`src/oahi_pkg.sv`:
```
package oahi_pkg;

    typedef enum logic [1:0] {
        REQ_INSERT = 2'd0,
        REQ_CLEAR  = 2'd1,
        REQ_READ   = 2'd2,
        REQ_NONE   = 2'd3
    } t_req;

    localparam int KEY_W  = 31;
    localparam int SLOT_W = 7;
    localparam int SIZE_W = 8;
    localparam logic [SIZE_W-1:0] SIZE_RESET = 8'd127;

    // Commands from the controller to the datapath.
    typedef struct packed {
        logic load;      // capture request, start the home-slot remainder
        logic mod_step;  // one restoring-division step on the key
        logic probe;     // a probe read is in flight, examine it next cycle
        logic advance;   // step the probe index
        logic clr;       // clear valid bits and counters
        logic rd;        // read slot for a read request
    } t_cmd;

    // Status from the datapath to the controller.
    typedef struct packed {
        logic mod_done;
        logic lin_done;
        logic quad_done;
        logic probes_done;
    } t_sts;

endpackage

```
`src/oahi_ctrl.sv`:
```
module oahi_ctrl (
    input  logic            i_clk,
    input  logic            i_rst_n,
    input  logic            i_req_valid,
    input  logic [1:0]      i_req_type,
    input  oahi_pkg::t_sts  i_sts,
    input  logic            i_res_free,
    output logic            o_req_ready,
    output oahi_pkg::t_cmd  o_cmd,
    output logic            o_res_load
);

    typedef enum logic [2:0] {
        S_IDLE, S_MOD, S_ISSUE, S_CHECK, S_DONE, S_READ
    } t_state;

    t_state r_state, n_state;

    always_comb begin
        n_state    = r_state;
        o_cmd      = '0;
        o_res_load = 1'b0;
        case (r_state)
            S_IDLE: begin
                if (i_req_valid) begin
                    o_cmd.load = 1'b1;
                    case (oahi_pkg::t_req'(i_req_type))
                        oahi_pkg::REQ_INSERT: n_state = S_MOD;
                        oahi_pkg::REQ_CLEAR: begin
                            o_cmd.clr = 1'b1;
                            n_state   = S_DONE;
                        end
                        oahi_pkg::REQ_READ: begin
                            o_cmd.rd = 1'b1;
                            n_state  = S_READ;
                        end
                        default: n_state = S_DONE;
                    endcase
                end
            end
            S_MOD: begin
                o_cmd.mod_step = 1'b1;
                if (i_sts.mod_done) n_state = S_ISSUE;
            end
            S_ISSUE: begin
                o_cmd.probe = 1'b1;
                n_state     = S_CHECK;
            end
            S_CHECK: begin
                if ((i_sts.lin_done && i_sts.quad_done) || i_sts.probes_done) begin
                    n_state = S_DONE;
                end else begin
                    o_cmd.advance = 1'b1;
                    n_state       = S_ISSUE;
                end
            end
            S_READ: n_state = S_DONE;
            S_DONE: begin
                if (i_res_free) begin
                    o_res_load = 1'b1;
                    n_state    = S_IDLE;
                end
            end
            default: n_state = S_IDLE;
        endcase
    end

    assign o_req_ready = (r_state == S_IDLE);

    always_ff @(posedge i_clk) begin
        if (!i_rst_n) r_state <= S_IDLE;
        else r_state <= n_state;
    end

endmodule

```
`config.mk`:
```
export PLATFORM = sky130hd
export DESIGN_NAME = oahi_ctrl
export DESIGN_NICKNAME = d
export VERILOG_FILES = /design/src/oahi_pkg.sv /design/src/oahi_ctrl.sv
export SDC_FILE = /design/constraint.sdc
export NUM_CORES = 1
export LEC_CHECK = 0
export ABC_CLOCK_PERIOD_IN_PS = 2750
export BUFFER_PORTS_ARGS = -buffer_cell sky130_fd_sc_hd__clkbuf_2
export CORE_AREA = 2 2 39 41
export DETAILED_ROUTE_END_ITERATION = 7
export DIE_AREA = 0 0 41 43
export PLACE_DENSITY = 0.46
export SKIP_CTS_REPAIR_TIMING = 1
export SYNTH_ARGS = -nofsm -noshare
export SYNTH_HDL_FRONTEND = slang
export SYNTH_SLANG_ARGS = --single-unit
export TNS_END_PERCENT = 100
```
`constraint.sdc`:
```
create_clock -name i_clk -period 2.75 [get_ports i_clk]
set_clock_uncertainty 0.15 [all_clocks]
set_input_delay 0.1375 -clock i_clk [delete_from_list [all_inputs] [get_ports i_clk]]
set_output_delay 0.1375 -clock i_clk [all_outputs]
set_load 0.01 [all_outputs]
```
---- Yosys cells after proc, flatten, opt, wreduce, memory -nomap -nowiden ----
Index checks and enable logic that the tools add are counted.
storage, ports and cells
  output and inout bits ................... 8
  logic and storage cells ................. 34
  bits of input ports ..................... 10
  register bits ........................... 3
operators by class
  equal/unequal tests ..................... 10
  reduce and logical (&&, ||, !) cells .... 5
  mux-type cells .......................... 18
operators with widths
  kind                number
  $pmux 3 s6          1
  $mux 3              4
  $mux 1              10
  $eq 3x2->1 const B  2
  $eq 3x3->1 const B  2
  $ne 2x2->1 const B  3
  $pmux 3 s2          1
  $mux 2              2
  $eq 3x1->1 const B  1
  $logic_not 3->1     1
  $reduce_and 3->1    1
  $eq 2x1->1 const B  1
  $eq 2x2->1 const B  1
  $logic_not 2->1     1
  $logic_and 1x1->1   1
  $logic_or 1x1->1    1

---- Longest topological paths before layout ----
Gate-level depths: netlist of run 1.
  word-level depth ........................ 4
  depth in mapped cells ................... 4
  gate-level depth less buffers ........... 3

---- Least setup slack after synthesis of run 1 ----
OpenSTA, ideal clock, no wires.
  path type ............................... reg2out
  start ................................... register r_state[0]
  end ..................................... output port o_cmd[0] in the netlist's numbering
  slack ................................... 1.435 ns
  arrival time ............................ 1.027 ns
  data required time ...................... 2.463 ns
  path buffers ............................ 1
  cell stages (with the launch flop) ...... 5
  cells stage by stage .................... dfxtp_1 > buf_6 > nor3_4 > nand2_2 > nor3b_2
RTL lines
  element                 line             RTL
  start, declared         oahi_ctrl.sv:17  t_state r_state, n_state;
  start signal, assigned  oahi_ctrl.sv:72  else r_state <= n_state;
  end, declared           oahi_ctrl.sv:9   output oahi_pkg::t_cmd o_cmd,

==> key figures, run 1 <==
Clock tree
  – Total CTS buffers: 3
  – Clock buffer depth: 2
  – CTS tree: done
  – H-tree depth: 1
  – Worst skew pair latency: 0.23 ns
  – Clk pin slew, worst setup/hold paths: 0.04 ns
  – Root Driver: clkbuf_4
  – Sink Count: 3

Layout
  – Layout Utilization: 0.2767
  – Fin nets: 60
  – Largest Register: r_state
  – Biggest regs: r_state: 3 flops
  – Share of layout cells above drive strength 1: 0.5918
  – Antenna diodes: 0
  – Filler Cells Inserted: 161
  – Syn-to-layout area delta: 39.73%
  – Max reg flops: 3
  – Highest-count cells in the layout ignoring fill and taps: clkbuf_2, nor2b_1, clkbuf_4, dfxtp_1
  – Most common cell after layout, fill and taps aside: clkbuf_2

Timing
  – Least-Margin Pin Slew: 0.3846 ns
  – FMAX: 0.6122 GHz
  – Setup ws final: 1.117 ns
  – Max_slew headroom: 0.7432
  – Final Hold Fails: 0
  – Min Clock Period, post-route: 1.633 ns
  – Max-slew violations: 0
  – RSZ-0062 raised after global routing: no
  – Final setup TNS: 0 ns
  – Final setup fails: 0
  – Tcrit/Tclk final: 0.5940

Floorplan
  – Core Rows: 14
  – Core Region: 0.001384 mm^2
  – Vert. Die Dim: 43 um
  – I/O pin count: 18
  – Starting Density: 0.1980
  – Die area: 0.001763 mm^2
  – Die W: 41 um

GRT
  – Largest net degree at the start of global routing: 11
  – First-pass GRT wire length: 993 um
  – Initial antenna violation count: 0
  – Grt ovf: 0
  – Total GRT Usage: 0.09036
  – Number of global-route vias before repair: 255

Setup path
  – Worst r2r src: r_state[0]$_SDFFE_PN0P_
  – Worst setup path category: register to output pin
  – CP cell instances: nor3_4, nand2_2, nor3b_2, clkbuf_2
  – CP endpoint kind: output pin
  – Crit path DAT: 1.35 ns
  – Crit path required time: 2.46 ns
  – CP delay by family, top: simple AND/OR/NAND/NOR gates
  – Slowest CP cell: dfxtp_1
  – Launching element type of the critical path: register
  – CP Max Fanout: 10
  – Largest stage delay, worst path: 0.41 ns
  – Critical path startpoint: r_state[0]$_SDFFE_PN0P_
  – FF-to-FF setup slack: 1.38 ns
  – Buffers & Inverters on Critical Path: 1

Route
  – Total routed wirelength: 640 um
  – Drt initial violations: 6
  – Vias/cell: 4.385
  – DR vias: 285
  – Routed Antenna Nets: 0
  – Pre-antenna DRT Iters: 4
  – DRC Markers: 0
  – Wire per inst: 9.846 um

Yosys
  – Yosys top cell area share: 0.2192
  – Area leader, netlist: dfxtp_1
  – Syn Area/Cell: 9.134 um^2
  – Synth area leaders: dfxtp_1, nor3b_2, buf_6, nor2b_1, nor3_4
  – Post-synthesis cell area: 274.0 um^2
  – Post-Syn Nets: 40
  – YS warnings: 0
  – Number of library cell types mapped by synthesis: 21
  – Post-synthesis sequential area ratio: 0.2192
  – #FFs+latches synth: 3
  – Syn Inst Count: 30

Power
  – Combinational share of power: 0.323
  – Pwr/cell area: 537.4 mW/mm^2
  – Switching part of the total: 0.3276
  – NetSw: 67.40 uW
  – Clock Power Share: 0.373
  – Pint: 138.4 uW
  – Sequential share of power: 0.304
  – Static leakage power: 0.0001877 uW
  – Max VDD drop: 0.2114 mV

Min path
  – Hold Path Origin: i_rst_n
  – Hold/Removal Path Class: input pin to register

Placed design
  – Port Buf Inserts: 17
  – Dpl ws: 1.357 ns
  – DP HPWL: 499.3 um
  – RD Place Congestion: 0.6252

Run status
  – Status: finished clean

Run
  – MaxCap Viol Count: 0
layer usage:
| metal | vias up | wire [um] | track usage |
|---|---|---|---|
| met1 | 124 | 277 | 0.1029 |
| met5 | - | 0 | 0 |
| met4 | 0 | 19 | 0.1000 |
| met2 | 14 | 290 | 0.1156 |
| li1 | 145 | - | - |
| met3 | 2 | 53 | 0.03141 |
power groups by stage:
stage | combinational (uW) | sequential, uW | clock [uW]
2_1_floorplan | 54.8 | 55.1 | 0
3_3_place_gp | 67.4 | 63.0 | 0
3_5_place_dp | 67.0 | 63.6 | 0
4_1_cts | 67.4 | 62.8 | 81.9
5_1_grt | 72.8 | 64.7 | 88.0
6_report | 66.5 | 62.6 | 76.7
worst paths after layout:
path              depth (start not counted)                      end
hold / removal                            3  r_state[2]$_SDFFE_PN0P_
setup reg to reg                          3  r_state[2]$_SDFFE_PN0P_
setup / recovery                          4                 o_cmd[0]
hold reg to reg                           2  r_state[2]$_SDFFE_PN0P_
cell families (layout without fill, tap and decap cells):
| family | count (synthesis) | in the layout | share of synthesized area |
|---|---|---|---|
| simple gates | 17 | 17 | 0.4567 |
| flops | 3 | 3 | 0.2192 |
| buf+inv | 3 | 22 | 0.09587 |
| compound gates | 6 | 6 | 0.1735 |
| mux | 1 | 1 | 0.05478 |
layout make-up:
cell class | count | area [um^2] | share of cell area
clock buffers | 4 | 26.28 | 0.06863
well taps | 16 | 20.02 | 0.05229
flip-flops and latches | 3 | 60.06 | 0.1569
multi-input cells | 24 | 187.7 | 0.4902
repair buffers | 17 | 85.08 | 0.2222
inverters | 1 | 3.754 | 0.009804
synthesized netlist by cell type:
| library cell | number |
|---|---|
| nor2b_1 | 3 |
| a21oi_1 | 1 |
| nand2_1 | 2 |
| a2bb2oi_1 | 1 |
| o32ai_1 | 1 |
| dfxtp_1 | 3 |
| inv_1 | 1 |
| nand2_2 | 1 |
| nor3_1 | 1 |
| o21ai_0 | 1 |
| o311a_2 | 1 |
| mux2_4 | 1 |
| nor3b_2 | 2 |
| or2_2 | 1 |
| and4b_2 | 1 |
| o21ai_2 | 1 |
| and3_1 | 1 |
| nor2_1 | 2 |
| nor3b_1 | 2 |
| nor3_4 | 1 |
| buf_6 | 2 |
worst register-to-register path, stage by stage, from the launching register on:
cell	delay (ns)
dfxtp_1	0.53
mux2_4	0.34
o21ai_2	0.13
o32ai_1	0.09
stage by stage:
step                      hold WS, ns  cell area, um^2  cells  power (uW)
after global routing          0.05657            382.9     65       225.5
after floorplan                0.1457            274.0     30       109.9
after global placement         0.2572            356.6     61       130.5
final                         0.03151            382.9     65       205.8
after detailed placement       0.2634            356.6     61       130.5
after CTS                     0.01741            382.9     65       212.1
Power figures use the tool's default switching activity.
==> run 2: changes to the inputs <==
--- a/config.mk
+++ b/config.mk
@@ -5,7 +5,7 @@
 export SDC_FILE = /design/constraint.sdc
 export NUM_CORES = 1
 export LEC_CHECK = 0
-export ABC_CLOCK_PERIOD_IN_PS = 2750
+export ABC_CLOCK_PERIOD_IN_PS = 1600
 export BUFFER_PORTS_ARGS = -buffer_cell sky130_fd_sc_hd__clkbuf_2
 export CORE_AREA = 2 2 39 41
 export DETAILED_ROUTE_END_ITERATION = 7
==> constraint.sdc (replaced) <==
create_clock -name i_clk -period 1.6 [get_ports i_clk]
set_clock_uncertainty 0.15 [all_clocks]
set_input_delay 0.08 -clock i_clk [delete_from_list [all_inputs] [get_ports i_clk]]
set_output_delay 0.08 -clock i_clk [all_outputs]
set_load 0.01 [all_outputs]
==> run 2 against run 1 <==
Cell area is 10% higher; power grew 86%; combinational power up 110%; count of clock-buffer cells in the layout stayed put; cell count rose by 6.2%; critical path depth is the same; critical endpoint unchanged.
==> key figures, run 2 (synthesized netlist as in run 1, its figures left out) <==
Layout
  – Max reg flops: 3 (unchanged)
  – Biggest regs: r_state: 3 flops
  – Largest Register: r_state
  – Most common cell after layout, fill and taps aside: clkbuf_2
  – Highest-count cells in the layout ignoring fill and taps: clkbuf_2, nor2b_1, clkbuf_4, buf_4
  – Fin nets: 64 (+6.7%)
  – Filler Cells Inserted: 158 (-1.9%)
  – Syn-to-layout area delta: 53.88%
  – Antenna diodes: 0 (unchanged)
  – Share of layout cells above drive strength 1: 0.6604 (+0.06854)

Run
  – MaxCap Viol Count: 0 (unchanged)

Floorplan
  – Core Rows: 14 (unchanged)
  – Die W: 41 um (unchanged)
  – Vert. Die Dim: 43 um (unchanged)
  – Die area: 0.001763 mm^2 (unchanged)
  – Core Region: 0.001384 mm^2 (unchanged)
  – I/O pin count: 18 (unchanged)
  – Starting Density: 0.1980 (unchanged)

Route
  – Vias/cell: 4.464 (+1.8%)
  – Pre-antenna DRT Iters: 1 (-3)
  – Wire per inst: 9.551 um (-3.0%)
  – Routed Antenna Nets: 0 (unchanged)
  – Total routed wirelength: 659 um (+3.0%)
  – DRC Markers: 0 (unchanged)
  – DR vias: 308 (+8.1%)
  – Drt initial violations: 0 (-6)

Clock tree
  – Clock buffer depth: 2 (unchanged)
  – Total CTS buffers: 3 (unchanged)
  – Clk pin slew, worst setup/hold paths: 0.04 ns (about the same)
  – CTS tree: done
  – H-tree depth: 1 (unchanged)
  – Root Driver: clkbuf_4
  – Sink Count: 3 (unchanged)
  – Worst skew pair latency: 0.23 ns (about the same)

Timing
  – Min Clock Period, post-route: 1.492 ns
  – Setup ws final: 0.1085 ns (-1.008 ns)
  – Final setup TNS: 0 ns (unchanged)
  – FMAX: 0.6705 GHz
  – Final Hold Fails: 0 (unchanged)
  – Least-Margin Pin Slew: 0.2312 ns (-0.1534 ns)
  – Final setup fails: 0 (unchanged)
  – Tcrit/Tclk final: 0.9322
  – Max-slew violations: 0 (unchanged)
  – Max_slew headroom: 0.8454 (+0.1021)

Setup path
  – Crit path required time: 1.37 ns (-1.09 ns)
  – CP Max Fanout: 10 (unchanged)
  – Worst setup path category: register to output pin
  – CP endpoint kind: output pin
  – Crit path DAT: 1.26 ns (-0.09 ns)
  – Launching element type of the critical path: register
  – FF-to-FF setup slack: 0.36 ns (-1.02 ns)

Placed design
  – RD Place Congestion: 0.6825 (+9.2%)
  – Port Buf Inserts: 17 (unchanged)
  – DP HPWL: 521.9 um (+4.5%)
  – Dpl ws: 0.2366 ns (-1.120 ns)

GRT
  – Number of global-route vias before repair: 269 (+5.5%)
  – Total GRT Usage: 0.09118 (+0.0008209)
  – Grt ovf: 0 (unchanged)
  – First-pass GRT wire length: 1076 um (+8.4%)
  – Largest net degree at the start of global routing: 11 (unchanged)
  – Initial antenna violation count: 0 (unchanged)

Power
  – Pwr/cell area: 910.0 mW/mm^2 (+69%)
  – Static leakage power: 0.0002077 uW (+11%)
  – Max VDD drop: 0.4280 mV (+100%)

Min path
  – Hold/Removal Path Class: input pin to register

Run status
  – Status: finished clean
==> run 2: through the flow <==
| step | cell area [um^2] | power, uW | hold WS (ns) | util | instances |
|---|---|---|---|---|---|
| floorplan | 274.0 | 188.8 | 0.04295 | - | 30 |
| global placement | 356.6 | 225.2 | 0.2007 | 0.2577 | 61 |
| detailed placement | 356.6 | 224.7 | 0.2079 | 0.2577 | 61 |
| CTS | 382.9 | 365.3 | -0.04218 | 0.2767 | 65 |
| global route | 421.7 | 421.3 | 0.04499 | 0.3047 | 69 |
| finish | 421.7 | 383.7 | 0.01738 | 0.3047 | 69 |
==> run 2: layout make-up <==
type                            count  area (um^2)  share of cell area
Clock buffer                        4        26.28             0.06231
Inverter                            1        3.754            0.008902
Multi-Input combinational cell     24        187.7              0.4451
Sequential cell                     3        66.31              0.1573
Tap cell                           16        20.02             0.04748
Timing Repair Buffer               21        117.6              0.2789
==> run 2: critical path, stage by stage, from the launching register on <==
cell and delay, ns:
dfxtp_4 0.37, nor3_4 0.23, nand2_2 0.10, nor3b_2 0.17, buf_2 0.15
==> run 2: layer usage <==
layer / track usage / up-vias / part of all wire
met3: 0.04712 / 0 / 0.076
met1: 0.1118 / 140 / 0.44
met4: 0.04000 / 0 / 0
met5: 0 / - / 0
met2: 0.1281 / 12 / 0.49
li1: - / 156 / -
==> run 2: path summary, 6_finish.rpt <==
path | to | from | cells after the start
setup / recovery | o_cmd[0] | r_state[1]$_SDFFE_PN0P_ | 4
hold reg to reg | r_state[2]$_SDFFE_PN0P_ | r_state[2]$_SDFFE_PN0P_ | 2
hold / removal | r_state[0]$_SDFFE_PN0P_ | i_sts[3] | 3
setup reg to reg | r_state[2]$_SDFFE_PN0P_ | r_state[0]$_SDFFE_PN0P_ | 3
==> run 2: report_power, final <==
part	switching, uW	internal, uW	leakage (uW)
clock	40.8	93.6	0.0000150
sequential	24.5	85.9	0.0000261
combinational	57.7	81.3	0.000167
total	123	261	0.000208
